**src/rtl/kfq_pkg.sv**
```systemverilog
// shared types, codes and defaults of the keyframe-aware packet queue
package kfq_pkg;

	localparam int DEPTH_DEF       = 64;
	localparam int HANDLE_BITS_DEF = 16;
	localparam int ID_W            = 16;
	localparam int OCC_W           = 7;
	localparam int MAXP_W          = 6;
	localparam logic [MAXP_W-1:0] MAXP_RESET = 6'd32;

	// key flag sits in the lowest bit of a stored entry, handle above it
	localparam int KEY_BIT = 0;

	localparam logic OP_PUSH = 1'b0;
	localparam logic OP_POP  = 1'b1;

	typedef enum logic [1:0] {
		KIND_EMPTY   = 2'd0,
		KIND_POPPED  = 2'd1,
		KIND_DROPPED = 2'd2
	} kind_t;

	typedef enum logic [1:0] {
		SRC_ZERO = 2'd0,
		SRC_RAM  = 2'd1,
		SRC_CUR  = 2'd2
	} src_t;

	typedef enum logic [1:0] {
		RD_HEAD  = 2'd0,
		RD_NEXT  = 2'd1,
		RD_AFTER = 2'd2
	} rd_sel_t;

	typedef struct packed {
		logic    push_wr;
		logic    emit;
		kind_t   kind;
		src_t    src;
		logic    last;
		logic    take;
		logic    load_cur;
		rd_sel_t rd_sel;
	} cmd_t;

	typedef struct packed {
		logic count_zero;
		logic over_limit;
		logic front_key;
		logic walk_fin;
	} status_t;

endpackage

```
**src/rtl/kfq_ram.sv**
```systemverilog
// generic single-write, single-read ram with registered read data
module kfq_ram #(
	parameter int WIDTH = 17,
	parameter int DEPTH = 64
) (
	input  logic                     clk,
	input  logic                     we,
	input  logic [$clog2(DEPTH)-1:0] waddr,
	input  logic [WIDTH-1:0]         wdata,
	input  logic [$clog2(DEPTH)-1:0] raddr,
	output logic [WIDTH-1:0]         rdata
);

	logic [WIDTH-1:0] mem [DEPTH];
	logic [WIDTH-1:0] rdata_q;

	always_ff @(posedge clk) begin
		if (we) begin
			mem[waddr] <= wdata;
		end
		rdata_q <= mem[raddr];
	end

	assign rdata = rdata_q;

endmodule

```
**src/rtl/kfq_datapath.sv**
```systemverilog
// queue pointers, entry storage, limit register and result registers
module kfq_datapath #(
	parameter int DEPTH       = kfq_pkg::DEPTH_DEF,
	parameter int HANDLE_BITS = kfq_pkg::HANDLE_BITS_DEF
) (
	input  logic                        clk,
	input  logic                        arst_n,
	input  kfq_pkg::cmd_t               cmd,
	output kfq_pkg::status_t            status,
	input  logic [kfq_pkg::ID_W-1:0]    packet_id,
	input  logic                        is_key,
	input  logic                        cfg_valid,
	input  logic [kfq_pkg::MAXP_W-1:0]  cfg_data,
	output logic                        out_valid,
	output logic [1:0]                  kind,
	output logic [kfq_pkg::ID_W-1:0]    out_packet_id,
	output logic                        out_is_key,
	output logic                        last,
	output logic [kfq_pkg::OCC_W-1:0]   occupancy
);

	localparam int HW    = (HANDLE_BITS < kfq_pkg::ID_W) ? HANDLE_BITS : kfq_pkg::ID_W;
	localparam int EW    = HW + 1;
	localparam int AW    = $clog2(DEPTH);
	localparam int CW    = $clog2(DEPTH + 1);
	localparam int CMP_W = CW + kfq_pkg::MAXP_W;

	logic [AW-1:0]                 head_q;
	logic [CW-1:0]                 count_q;
	logic [kfq_pkg::MAXP_W-1:0]    maxp_q;
	logic [EW-1:0]                 cur_q;

	logic                          out_valid_q;
	kfq_pkg::kind_t                kind_q;
	logic [kfq_pkg::ID_W-1:0]      id_q;
	logic                          key_q;
	logic                          last_q;
	logic [kfq_pkg::OCC_W-1:0]     occ_q;

	logic [AW-1:0]  head_p1;
	logic [AW-1:0]  head_p2;
	logic [AW:0]    tail_sum;
	logic [AW-1:0]  tail;
	logic [AW-1:0]  raddr;
	logic [EW-1:0]  rd_data;
	logic [EW-1:0]  wr_data;
	logic [EW-1:0]  sel_entry;
	logic [CW-1:0]  count_nxt;
	logic [CMP_W-1:0] maxp_ext;
	logic [CMP_W-1:0] limit;

	// circular pointer arithmetic
	always_comb begin
		head_p1 = (head_q == AW'(DEPTH - 1)) ? '0 : head_q + AW'(1);
		head_p2 = (head_p1 == AW'(DEPTH - 1)) ? '0 : head_p1 + AW'(1);
		tail_sum = (AW+1)'(head_q) + (AW+1)'(count_q);
		tail = (tail_sum >= (AW+1)'(DEPTH)) ? AW'(tail_sum - (AW+1)'(DEPTH))
			: AW'(tail_sum);
	end

	always_comb begin
		case (cmd.rd_sel)
			kfq_pkg::RD_NEXT:  raddr = head_p1;
			kfq_pkg::RD_AFTER: raddr = head_p2;
			default:           raddr = head_q;
		endcase
	end

	assign wr_data = {packet_id[HW-1:0], is_key};

	kfq_ram #(
		.WIDTH (EW),
		.DEPTH (DEPTH)
	) u_ram (
		.clk   (clk),
		.we    (cmd.push_wr),
		.waddr (tail),
		.wdata (wr_data),
		.raddr (raddr),
		.rdata (rd_data)
	);

	// limit saturates to one below the storage depth
	always_comb begin
		maxp_ext = CMP_W'(maxp_q);
		limit = (maxp_ext > CMP_W'(DEPTH - 1)) ? CMP_W'(DEPTH - 1) : maxp_ext;
	end

	always_comb begin
		if (cmd.push_wr) begin
			count_nxt = count_q + CW'(1);
		end else if (cmd.take) begin
			count_nxt = count_q - CW'(1);
		end else begin
			count_nxt = count_q;
		end
	end

	always_comb begin
		case (cmd.src)
			kfq_pkg::SRC_RAM: sel_entry = rd_data;
			kfq_pkg::SRC_CUR: sel_entry = cur_q;
			default:          sel_entry = '0;
		endcase
	end

	always_comb begin
		status.count_zero = (count_q == '0);
		status.over_limit = (CMP_W'(count_q) > limit);
		status.front_key  = rd_data[kfq_pkg::KEY_BIT];
		status.walk_fin   = (count_q == CW'(1)) || rd_data[kfq_pkg::KEY_BIT];
	end

	always_ff @(posedge clk or negedge arst_n) begin
		if (!arst_n) begin
			head_q      <= '0;
			count_q     <= '0;
			maxp_q      <= kfq_pkg::MAXP_RESET;
			out_valid_q <= 1'b0;
		end else begin
			count_q     <= count_nxt;
			out_valid_q <= cmd.emit;
			if (cmd.take) begin
				head_q <= head_p1;
			end
			if (cfg_valid) begin
				maxp_q <= cfg_data;
			end
		end
	end

	always_ff @(posedge clk) begin
		if (cmd.load_cur) begin
			cur_q <= rd_data;
		end
		if (cmd.emit) begin
			kind_q <= cmd.kind;
			id_q   <= kfq_pkg::ID_W'(sel_entry[EW-1:1]);
			key_q  <= sel_entry[kfq_pkg::KEY_BIT];
			last_q <= cmd.last;
			occ_q  <= kfq_pkg::OCC_W'(count_nxt);
		end
	end

	assign out_valid     = out_valid_q;
	assign kind          = kind_q;
	assign out_packet_id = id_q;
	assign out_is_key    = key_q;
	assign last          = last_q;
	assign occupancy     = occ_q;

endmodule

```
**src/rtl/kfq_ctrl.sv**
```systemverilog
// sequencing state machine for push, pop and overflow drop walk
module kfq_ctrl (
	input  logic              clk,
	input  logic              arst_n,
	input  logic              start,
	input  logic              operation,
	input  kfq_pkg::status_t  status,
	output kfq_pkg::cmd_t     cmd,
	output logic              busy
);

	typedef enum logic [4:0] {
		ST_IDLE  = 5'b00001,
		ST_POP   = 5'b00010,
		ST_CHECK = 5'b00100,
		ST_FRONT = 5'b01000,
		ST_WALK  = 5'b10000
	} state_t;

	state_t state_q;
	state_t state_nxt;

	always_comb begin
		state_nxt    = state_q;
		cmd.push_wr  = 1'b0;
		cmd.emit     = 1'b0;
		cmd.kind     = kfq_pkg::KIND_EMPTY;
		cmd.src      = kfq_pkg::SRC_ZERO;
		cmd.last     = 1'b1;
		cmd.take     = 1'b0;
		cmd.load_cur = 1'b0;
		cmd.rd_sel   = kfq_pkg::RD_HEAD;
		case (state_q)
			ST_IDLE: begin
				if (start) begin
					if (operation == kfq_pkg::OP_POP) begin
						if (status.count_zero) begin
							cmd.emit = 1'b1;
						end else begin
							state_nxt = ST_POP;
						end
					end else begin
						cmd.push_wr = 1'b1;
						state_nxt   = ST_CHECK;
					end
				end
			end
			ST_POP: begin
				cmd.emit  = 1'b1;
				cmd.kind  = kfq_pkg::KIND_POPPED;
				cmd.src   = kfq_pkg::SRC_RAM;
				cmd.take  = 1'b1;
				state_nxt = ST_IDLE;
			end
			ST_CHECK: begin
				state_nxt = status.over_limit ? ST_FRONT : ST_IDLE;
			end
			ST_FRONT: begin
				if (status.front_key) begin
					cmd.emit  = 1'b1;
					cmd.kind  = kfq_pkg::KIND_DROPPED;
					cmd.src   = kfq_pkg::SRC_RAM;
					cmd.take  = 1'b1;
					state_nxt = ST_IDLE;
				end else begin
					cmd.load_cur = 1'b1;
					cmd.rd_sel   = kfq_pkg::RD_NEXT;
					state_nxt    = ST_WALK;
				end
			end
			ST_WALK: begin
				cmd.emit     = 1'b1;
				cmd.kind     = kfq_pkg::KIND_DROPPED;
				cmd.src      = kfq_pkg::SRC_CUR;
				cmd.last     = status.walk_fin;
				cmd.take     = 1'b1;
				cmd.load_cur = 1'b1;
				cmd.rd_sel   = kfq_pkg::RD_AFTER;
				if (status.walk_fin) begin
					state_nxt = ST_IDLE;
				end
			end
			default: begin
				state_nxt = ST_IDLE;
			end
		endcase
	end

	always_ff @(posedge clk or negedge arst_n) begin
		if (!arst_n) begin
			state_q <= ST_IDLE;
		end else begin
			state_q <= state_nxt;
		end
	end

	assign busy = (state_q != ST_IDLE);

endmodule

```
**src/rtl/keyframe_aware_packet_fifo_core.sv**
```systemverilog
// top level of the keyframe-aware bounded packet queue
//
// channel   direction  handshake                 payload
// request   in         start & !busy             operation, packet_id, is_key
// result    out        out_valid (one cycle)     kind, out_packet_id, out_is_key, last,
//                                                occupancy
// config    in         cfg_valid & cfg_ready     cfg_data (max_packets)
//
// push without overflow: accept with ram write, then limit check
// pop: on an empty queue the empty result is formed at acceptance, otherwise after a registered ram read
// overflow push: accept, limit check, then a key frame at the front is dropped alone, otherwise
// a walk drops the front entries one by one; the ram read port fetches one entry ahead
// so the walk drops one entry a cycle
// results leave through an output register in the cycle after they are formed and
// cannot be held off; no clearing pass after reset, the queue is usable at once
module keyframe_aware_packet_fifo_core #(
	parameter int DEPTH       = kfq_pkg::DEPTH_DEF,
	parameter int HANDLE_BITS = kfq_pkg::HANDLE_BITS_DEF
) (
	input  logic                        clk,
	input  logic                        arst_n,
	// request channel
	input  logic                        start,
	output logic                        busy,
	input  logic                        operation,
	input  logic [kfq_pkg::ID_W-1:0]    packet_id,
	input  logic                        is_key,
	// limit register write channel
	input  logic                        cfg_valid,
	output logic                        cfg_ready,
	input  logic [kfq_pkg::MAXP_W-1:0]  cfg_data,
	// result channel
	output logic                        out_valid,
	output logic [1:0]                  kind,
	output logic [kfq_pkg::ID_W-1:0]    out_packet_id,
	output logic                        out_is_key,
	output logic                        last,
	output logic [kfq_pkg::OCC_W-1:0]   occupancy
);

	kfq_pkg::cmd_t    cmd;
	kfq_pkg::status_t status;
	logic             busy_int;

	// request accepted only while the controller sits idle
	kfq_ctrl u_ctrl (
		.clk       (clk),
		.arst_n    (arst_n),
		.start     (start),
		.operation (operation),
		.status    (status),
		.cmd       (cmd),
		.busy      (busy_int)
	);

	// storage, pointers and result registers
	kfq_datapath #(
		.DEPTH       (DEPTH),
		.HANDLE_BITS (HANDLE_BITS)
	) u_datapath (
		.clk           (clk),
		.arst_n        (arst_n),
		.cmd           (cmd),
		.status        (status),
		.packet_id     (packet_id),
		.is_key        (is_key),
		.cfg_valid     (cfg_valid & cfg_ready),
		.cfg_data      (cfg_data),
		.out_valid     (out_valid),
		.kind          (kind),
		.out_packet_id (out_packet_id),
		.out_is_key    (out_is_key),
		.last          (last),
		.occupancy     (occupancy)
	);

	assign busy = busy_int;

	// limit writes go straight into the limit register, only while idle
	assign cfg_ready = !busy_int;

endmodule
```
**config.mk**
```make
export PLATFORM = sky130hd
export DESIGN_NAME = keyframe_aware_packet_fifo_core
export DESIGN_NICKNAME = d
export VERILOG_FILES = /design/src/rtl/kfq_pkg.sv /design/src/rtl/kfq_ram.sv /design/src/rtl/kfq_datapath.sv /design/src/rtl/kfq_ctrl.sv /design/src/rtl/keyframe_aware_packet_fifo_core.sv
export SDC_FILE = /design/constraint.sdc
export NUM_CORES = 1
export LEC_CHECK = 0
export ABC_CLOCK_PERIOD_IN_PS = 8200
export BUFFER_PORTS_ARGS = -buffer_cell sky130_fd_sc_hd__buf_4
export CAP_MARGIN = 5
export CORE_MARGIN = 5
export CORE_UTILIZATION = 45
export CTS_BUF_LIST = sky130_fd_sc_hd__clkbuf_4 sky130_fd_sc_hd__clkbuf_8
export DETAILED_ROUTE_END_ITERATION = 8
export GPL_TIMING_DRIVEN = 0
export PLACE_DENSITY_LB_ADDON = 0.05
export SLEW_MARGIN = 20
export SYNTH_ARGS = -nofsm -noshare
export SYNTH_HDL_FRONTEND = slang
export SYNTH_SLANG_ARGS = --single-unit
```
**constraint.sdc**
```tcl
create_clock -name clk -period 8.2 [get_ports clk]
set_input_delay 2.05 -clock clk [delete_from_list [all_inputs] [get_ports clk]]
set_output_delay 2.05 -clock clk [all_outputs]
set_load 0.05 [all_outputs]
```
==> out/qor.csv <==
stage,metric,value,unit
synth,synth_top_cell_by_area,edfxtp_1,
synth,yosys_warnings,0,
global_routing,grt_pass1_vias,28743,
global_routing,antenna_found_initial,6,
global_routing,grt_use_met3,4.86,%
placed_design,dp_hpwl,97900,um
synth,ys_types,76,
timing,finalSetupViolCount,0,
timing,finClkSkew,41.8,ps
setup_path,critical_path_class,register to register,
global_routing,grt_pass1_wl,207000,um
floorplanning,io_pins,58,
timing,worstMarginPinSlew,1330,ps
placed_design,port_buffers,57,
floorplanning,die_y,332,um
global_routing,top_usage_layer,met2,
timing,fmax,172,MHz
global_routing,grtUsageMet2,40.3,%
floorplanning,die-area,0.110,mm2
routing,viasPerCell,5.92,
pwr,leakagePower,17.4,nW
floorplanning,num_rows,118,
synth,synth_area,0.0466,mm2
clock_tree,path_clk_slew,60,ps
run_status,status,finished clean,
final_layout,final_nets,3450,
floorplanning,die_x,332,um
placed_design,post-place-ws,2600,ps
timing,finalMaxSlewViolations,0,
clock_tree,clkLatencyLatePin,870,ps
setup_path,startpoint_type,register,
hold_path,hp-class,register to register,
setup_path,rrSetupSlack,2400,ps
clock_tree,ctsLongestPathBuffers,3,
clock_tree,cts_hold_buffers,0,
setup_path,critPathMaxStageDelay,1010,ps
setup_path,required,8780,ps
pwr,powerDensity,343,mW/mm2
setup_path,cpMostUsedCell,buf_2,
final_layout,syn_to_final_growth,14.8,%
timing,slew_headroom,9.31,%
clock_tree,clock_sinks,1174,
placed_design,routabilityCongestion,0.936,
timing,fin_hold_ws,441,ps
setup_path,slowest_stage,o311ai_1,
clock_tree,cts_setup_buffers,0,
synth,ys_async_sr_fraction,2.13,%
routing,first_iter_violations,3426,
clock_tree,htree_levels,4,
synth,synth_top_flop_cell,edfxtp_1,
timing,finalSetupTns,0,ps
setup_path,r2r-end,u_datapath.u_ram.rdata[10]$_DFF_P_,
timing,fin_crit,5800,ps
synth,avgSynthCellArea,15.1,um2
setup_path,end_kind,register,
global_routing,grt.total_usage,26.0,%
routing,ant_nets,0,
routing,drc,0,
timing,fin_crit_sh,70.8,%
synth,synth.area.top_cells,"edfxtp_1 73%, mux2i_1 4.8%, a21oi_1 3.8%",
routing,totalWireLength,147000,um
synth,netlist_instances,3080,
global_routing,grt_max_degree,65,
clock_tree,clockRootBuffer,clkbuf_8,
setup_path,crit_path_max_fanout,10,
setup_path,endpoint,u_datapath.u_ram.rdata[10]$_DFF_P_,
floorplanning,core,0.103,mm2
timing,final-hold-violation-count,0,
timing,rsz0062_at_grt,no,
floorplanning,initial_core_util,45.2,%
synth,synth_seq_cells,1174,
setup_path,worstPathCellList,nor3_1 -> nand3b_1 -> nor2_1 -> ha_1 -> nand2b_1 -> or3_1 -> nand3_1 -> buf_2 -> buf_2 -> clkbuf_1 -> a221oi_1 -> o311ai_1 -> nand4_1,
setup_path,r2r_cells,13,
setup_path,crit_start,u_ctrl.state_q[1]$_DFFE_PN0P_,
clock_tree,cts_tree,yes,
routing,num_vias,29298,
clock_tree,post_cts_resized,0,
run,max_cap_violations,0,
synth,synth_top_area_share,72.9,%
clock_tree,cts-buffers-inserted,193,
routing,dr.pass1.iters,6,
synth,seq_area_frac_synth,75.0,%
pwr,peakVddDrop,0.312,mV
synth,synth_edf_count,1132,
timing,layout_setup_ws,2400,ps
setup_path,arrival,6390,ps
global_routing,met1_usage,36.2,%
routing,wl_per_cell,29.6,um
final_layout,layout-drive-gt1-share,17.6,%
synth,syn_nets,3130,
setup_path,r2r-start,u_ctrl.state_q[1]$_DFFE_PN0P_,
global_routing,overflow,0,
==> logic make-up (layout without fill, tap and decap cells) <==
family / count (synthesis) / after routing / synth area share [%]
AO/OA/AOI/OAI: 785 / 785 / 10.9
XOR/XNOR: 20 / 20 / 0.416
adder cells (fa/ha/maj): 22 / 22 / 0.606
buffers and inverters: 222 / 702 / 2.53
flip-flops: 1174 / 1174 / 75.0
multiplexers: 233 / 233 / 5.03
other: 0 / 6 / 0
AND/OR/NAND/NOR: 624 / 624 / 5.51
==> worst max-delay path: cells and delay by family (launching register included) <==
family | cells | cell delay, ps
buffers and inverters | 3 | 1360
flip-flops | 1 | 410
AND/OR/NAND/NOR | 7 | 2220
adder cells (fa/ha/maj) | 1 | 360
AO/OA/AOI/OAI | 2 | 1180
==> stage by stage <==
step,cells,area [um2],power (mW),util [%]
after floorplan,3080,46600,10.6,-
after global placement,4517,48800,13.2,47.3
after detailed placement,4585,49700,13.3,48.2
after CTS,4940,53500,18.4,51.9
after global routing,4943,53500,19.0,51.9
final,4946,53500,18.4,51.9
==> flip-flops by register name (all words and copies together) (netlist names) <==
register / count
u_datapath.u_ram.mem: 1088
u_datapath.last: 1
u_datapath.head_q: 6
u_datapath.maxp_q: 6
u_datapath.out_packet_id: 16
u_datapath.u_ram.rdata: 17
u_datapath.kind: 2
u_datapath.count_q: 7
u_ctrl.state_q: 5
u_datapath.cur_q: 17
u_datapath.out_valid: 1
u_datapath.out_is_key: 1
u_datapath.occupancy: 7
==> layout make-up <==
type	instances	area, um2
sequential	1174	35000
inverter	19	71.3
multi-input combinational	1684	10700
antenna	6	15.0
fill	8618	49700
clock inverter	87	485
buffer	203	1110
clock buffer	268	3290
tap	1380	1730
timing repair buffer	125	1160
==> synth_stat cells (all sizes together), types with 6 or more instances <==
cell type,n
o311ai,31
xnor2,13
edfxtp,1132
a2111oi,39
dfrtp,23
a221oi,34
mux2i,225
nand2,432
mux2,8
buf,125
nand3b,7
nand4,18
inv,18
o21ai,8
a21oi,358
dfxtp,17
nor2,103
a22oi,120
clkbuf,78
nand2b,6
xor2,7
ha,21
a211o,61
nand3,21
o22ai,93
nor3,11
==> cell usage in the layout (no fill, tap or decap), types with 11 or more instances in the layout <==
cell / count
a2111oi_0: 37
a221oi_1: 34
clkinv_1: 54
a21oi_1: 358
edfxtp_1: 1132
o311ai_0: 13
clkbuf_8: 205
buf_1: 11
buf_6: 68
nor2_2: 57
nand2_1: 432
a211o_1: 61
xnor2_1: 12
nand4_1: 18
dfrtp_1: 23
mux2i_1: 224
clkbuf_1: 78
inv_1: 18
a22oi_1: 120
buf_4: 92
o22ai_1: 93
o311ai_1: 17
dfxtp_1: 17
clkbuf_4: 63
buf_2: 71
nor2_1: 39
ha_1: 21
clkinv_2: 23
nand3_1: 21
==> report_power, final <==
| part | switching, mW | internal, mW | total, mW |
|---|---|---|---|
| clock | 2.34 | 2.69 | 5.03 |
| sequential | 0.135 | 6.85 | 6.98 |
| combinational | 4.56 | 1.79 | 6.35 |
==> routing by layer <==
layer	vias to the layer above	part of all wire (%)
met5	-	0
met4	0	4.9
met3	278	8.0
met2	1399	46
met1	14927	42
li1	12694	-
==> worst min path at each step <==
| stage | from | end | slack (ps) | depth (start not counted) |
|---|---|---|---|---|
| final | u_datapath.u_ram.rdata[13]$_DFF_P_ | u_datapath.cur_q[13]$_DFFE_PP_ | 440 | 0 |
| after global routing | u_datapath.u_ram.rdata[2]$_DFF_P_ | u_datapath.cur_q[2]$_DFFE_PP_ | 460 | 0 |
| after CTS | u_datapath.u_ram.rdata[13]$_DFF_P_ | u_datapath.cur_q[13]$_DFFE_PP_ | 440 | 0 |
| after detailed placement | u_datapath.u_ram.rdata[13]$_DFF_P_ | u_datapath.cur_q[13]$_DFFE_PP_ | 420 | 0 |
| after global placement | u_datapath.u_ram.rdata[5]$_DFF_P_ | u_datapath.cur_q[5]$_DFFE_PP_ | 420 | 0 |
| after floorplan | u_datapath.u_ram.rdata[10]$_DFF_P_ | u_datapath.cur_q[10]$_DFFE_PP_ | 410 | 0 |
(Power assumes the default switching activity.)
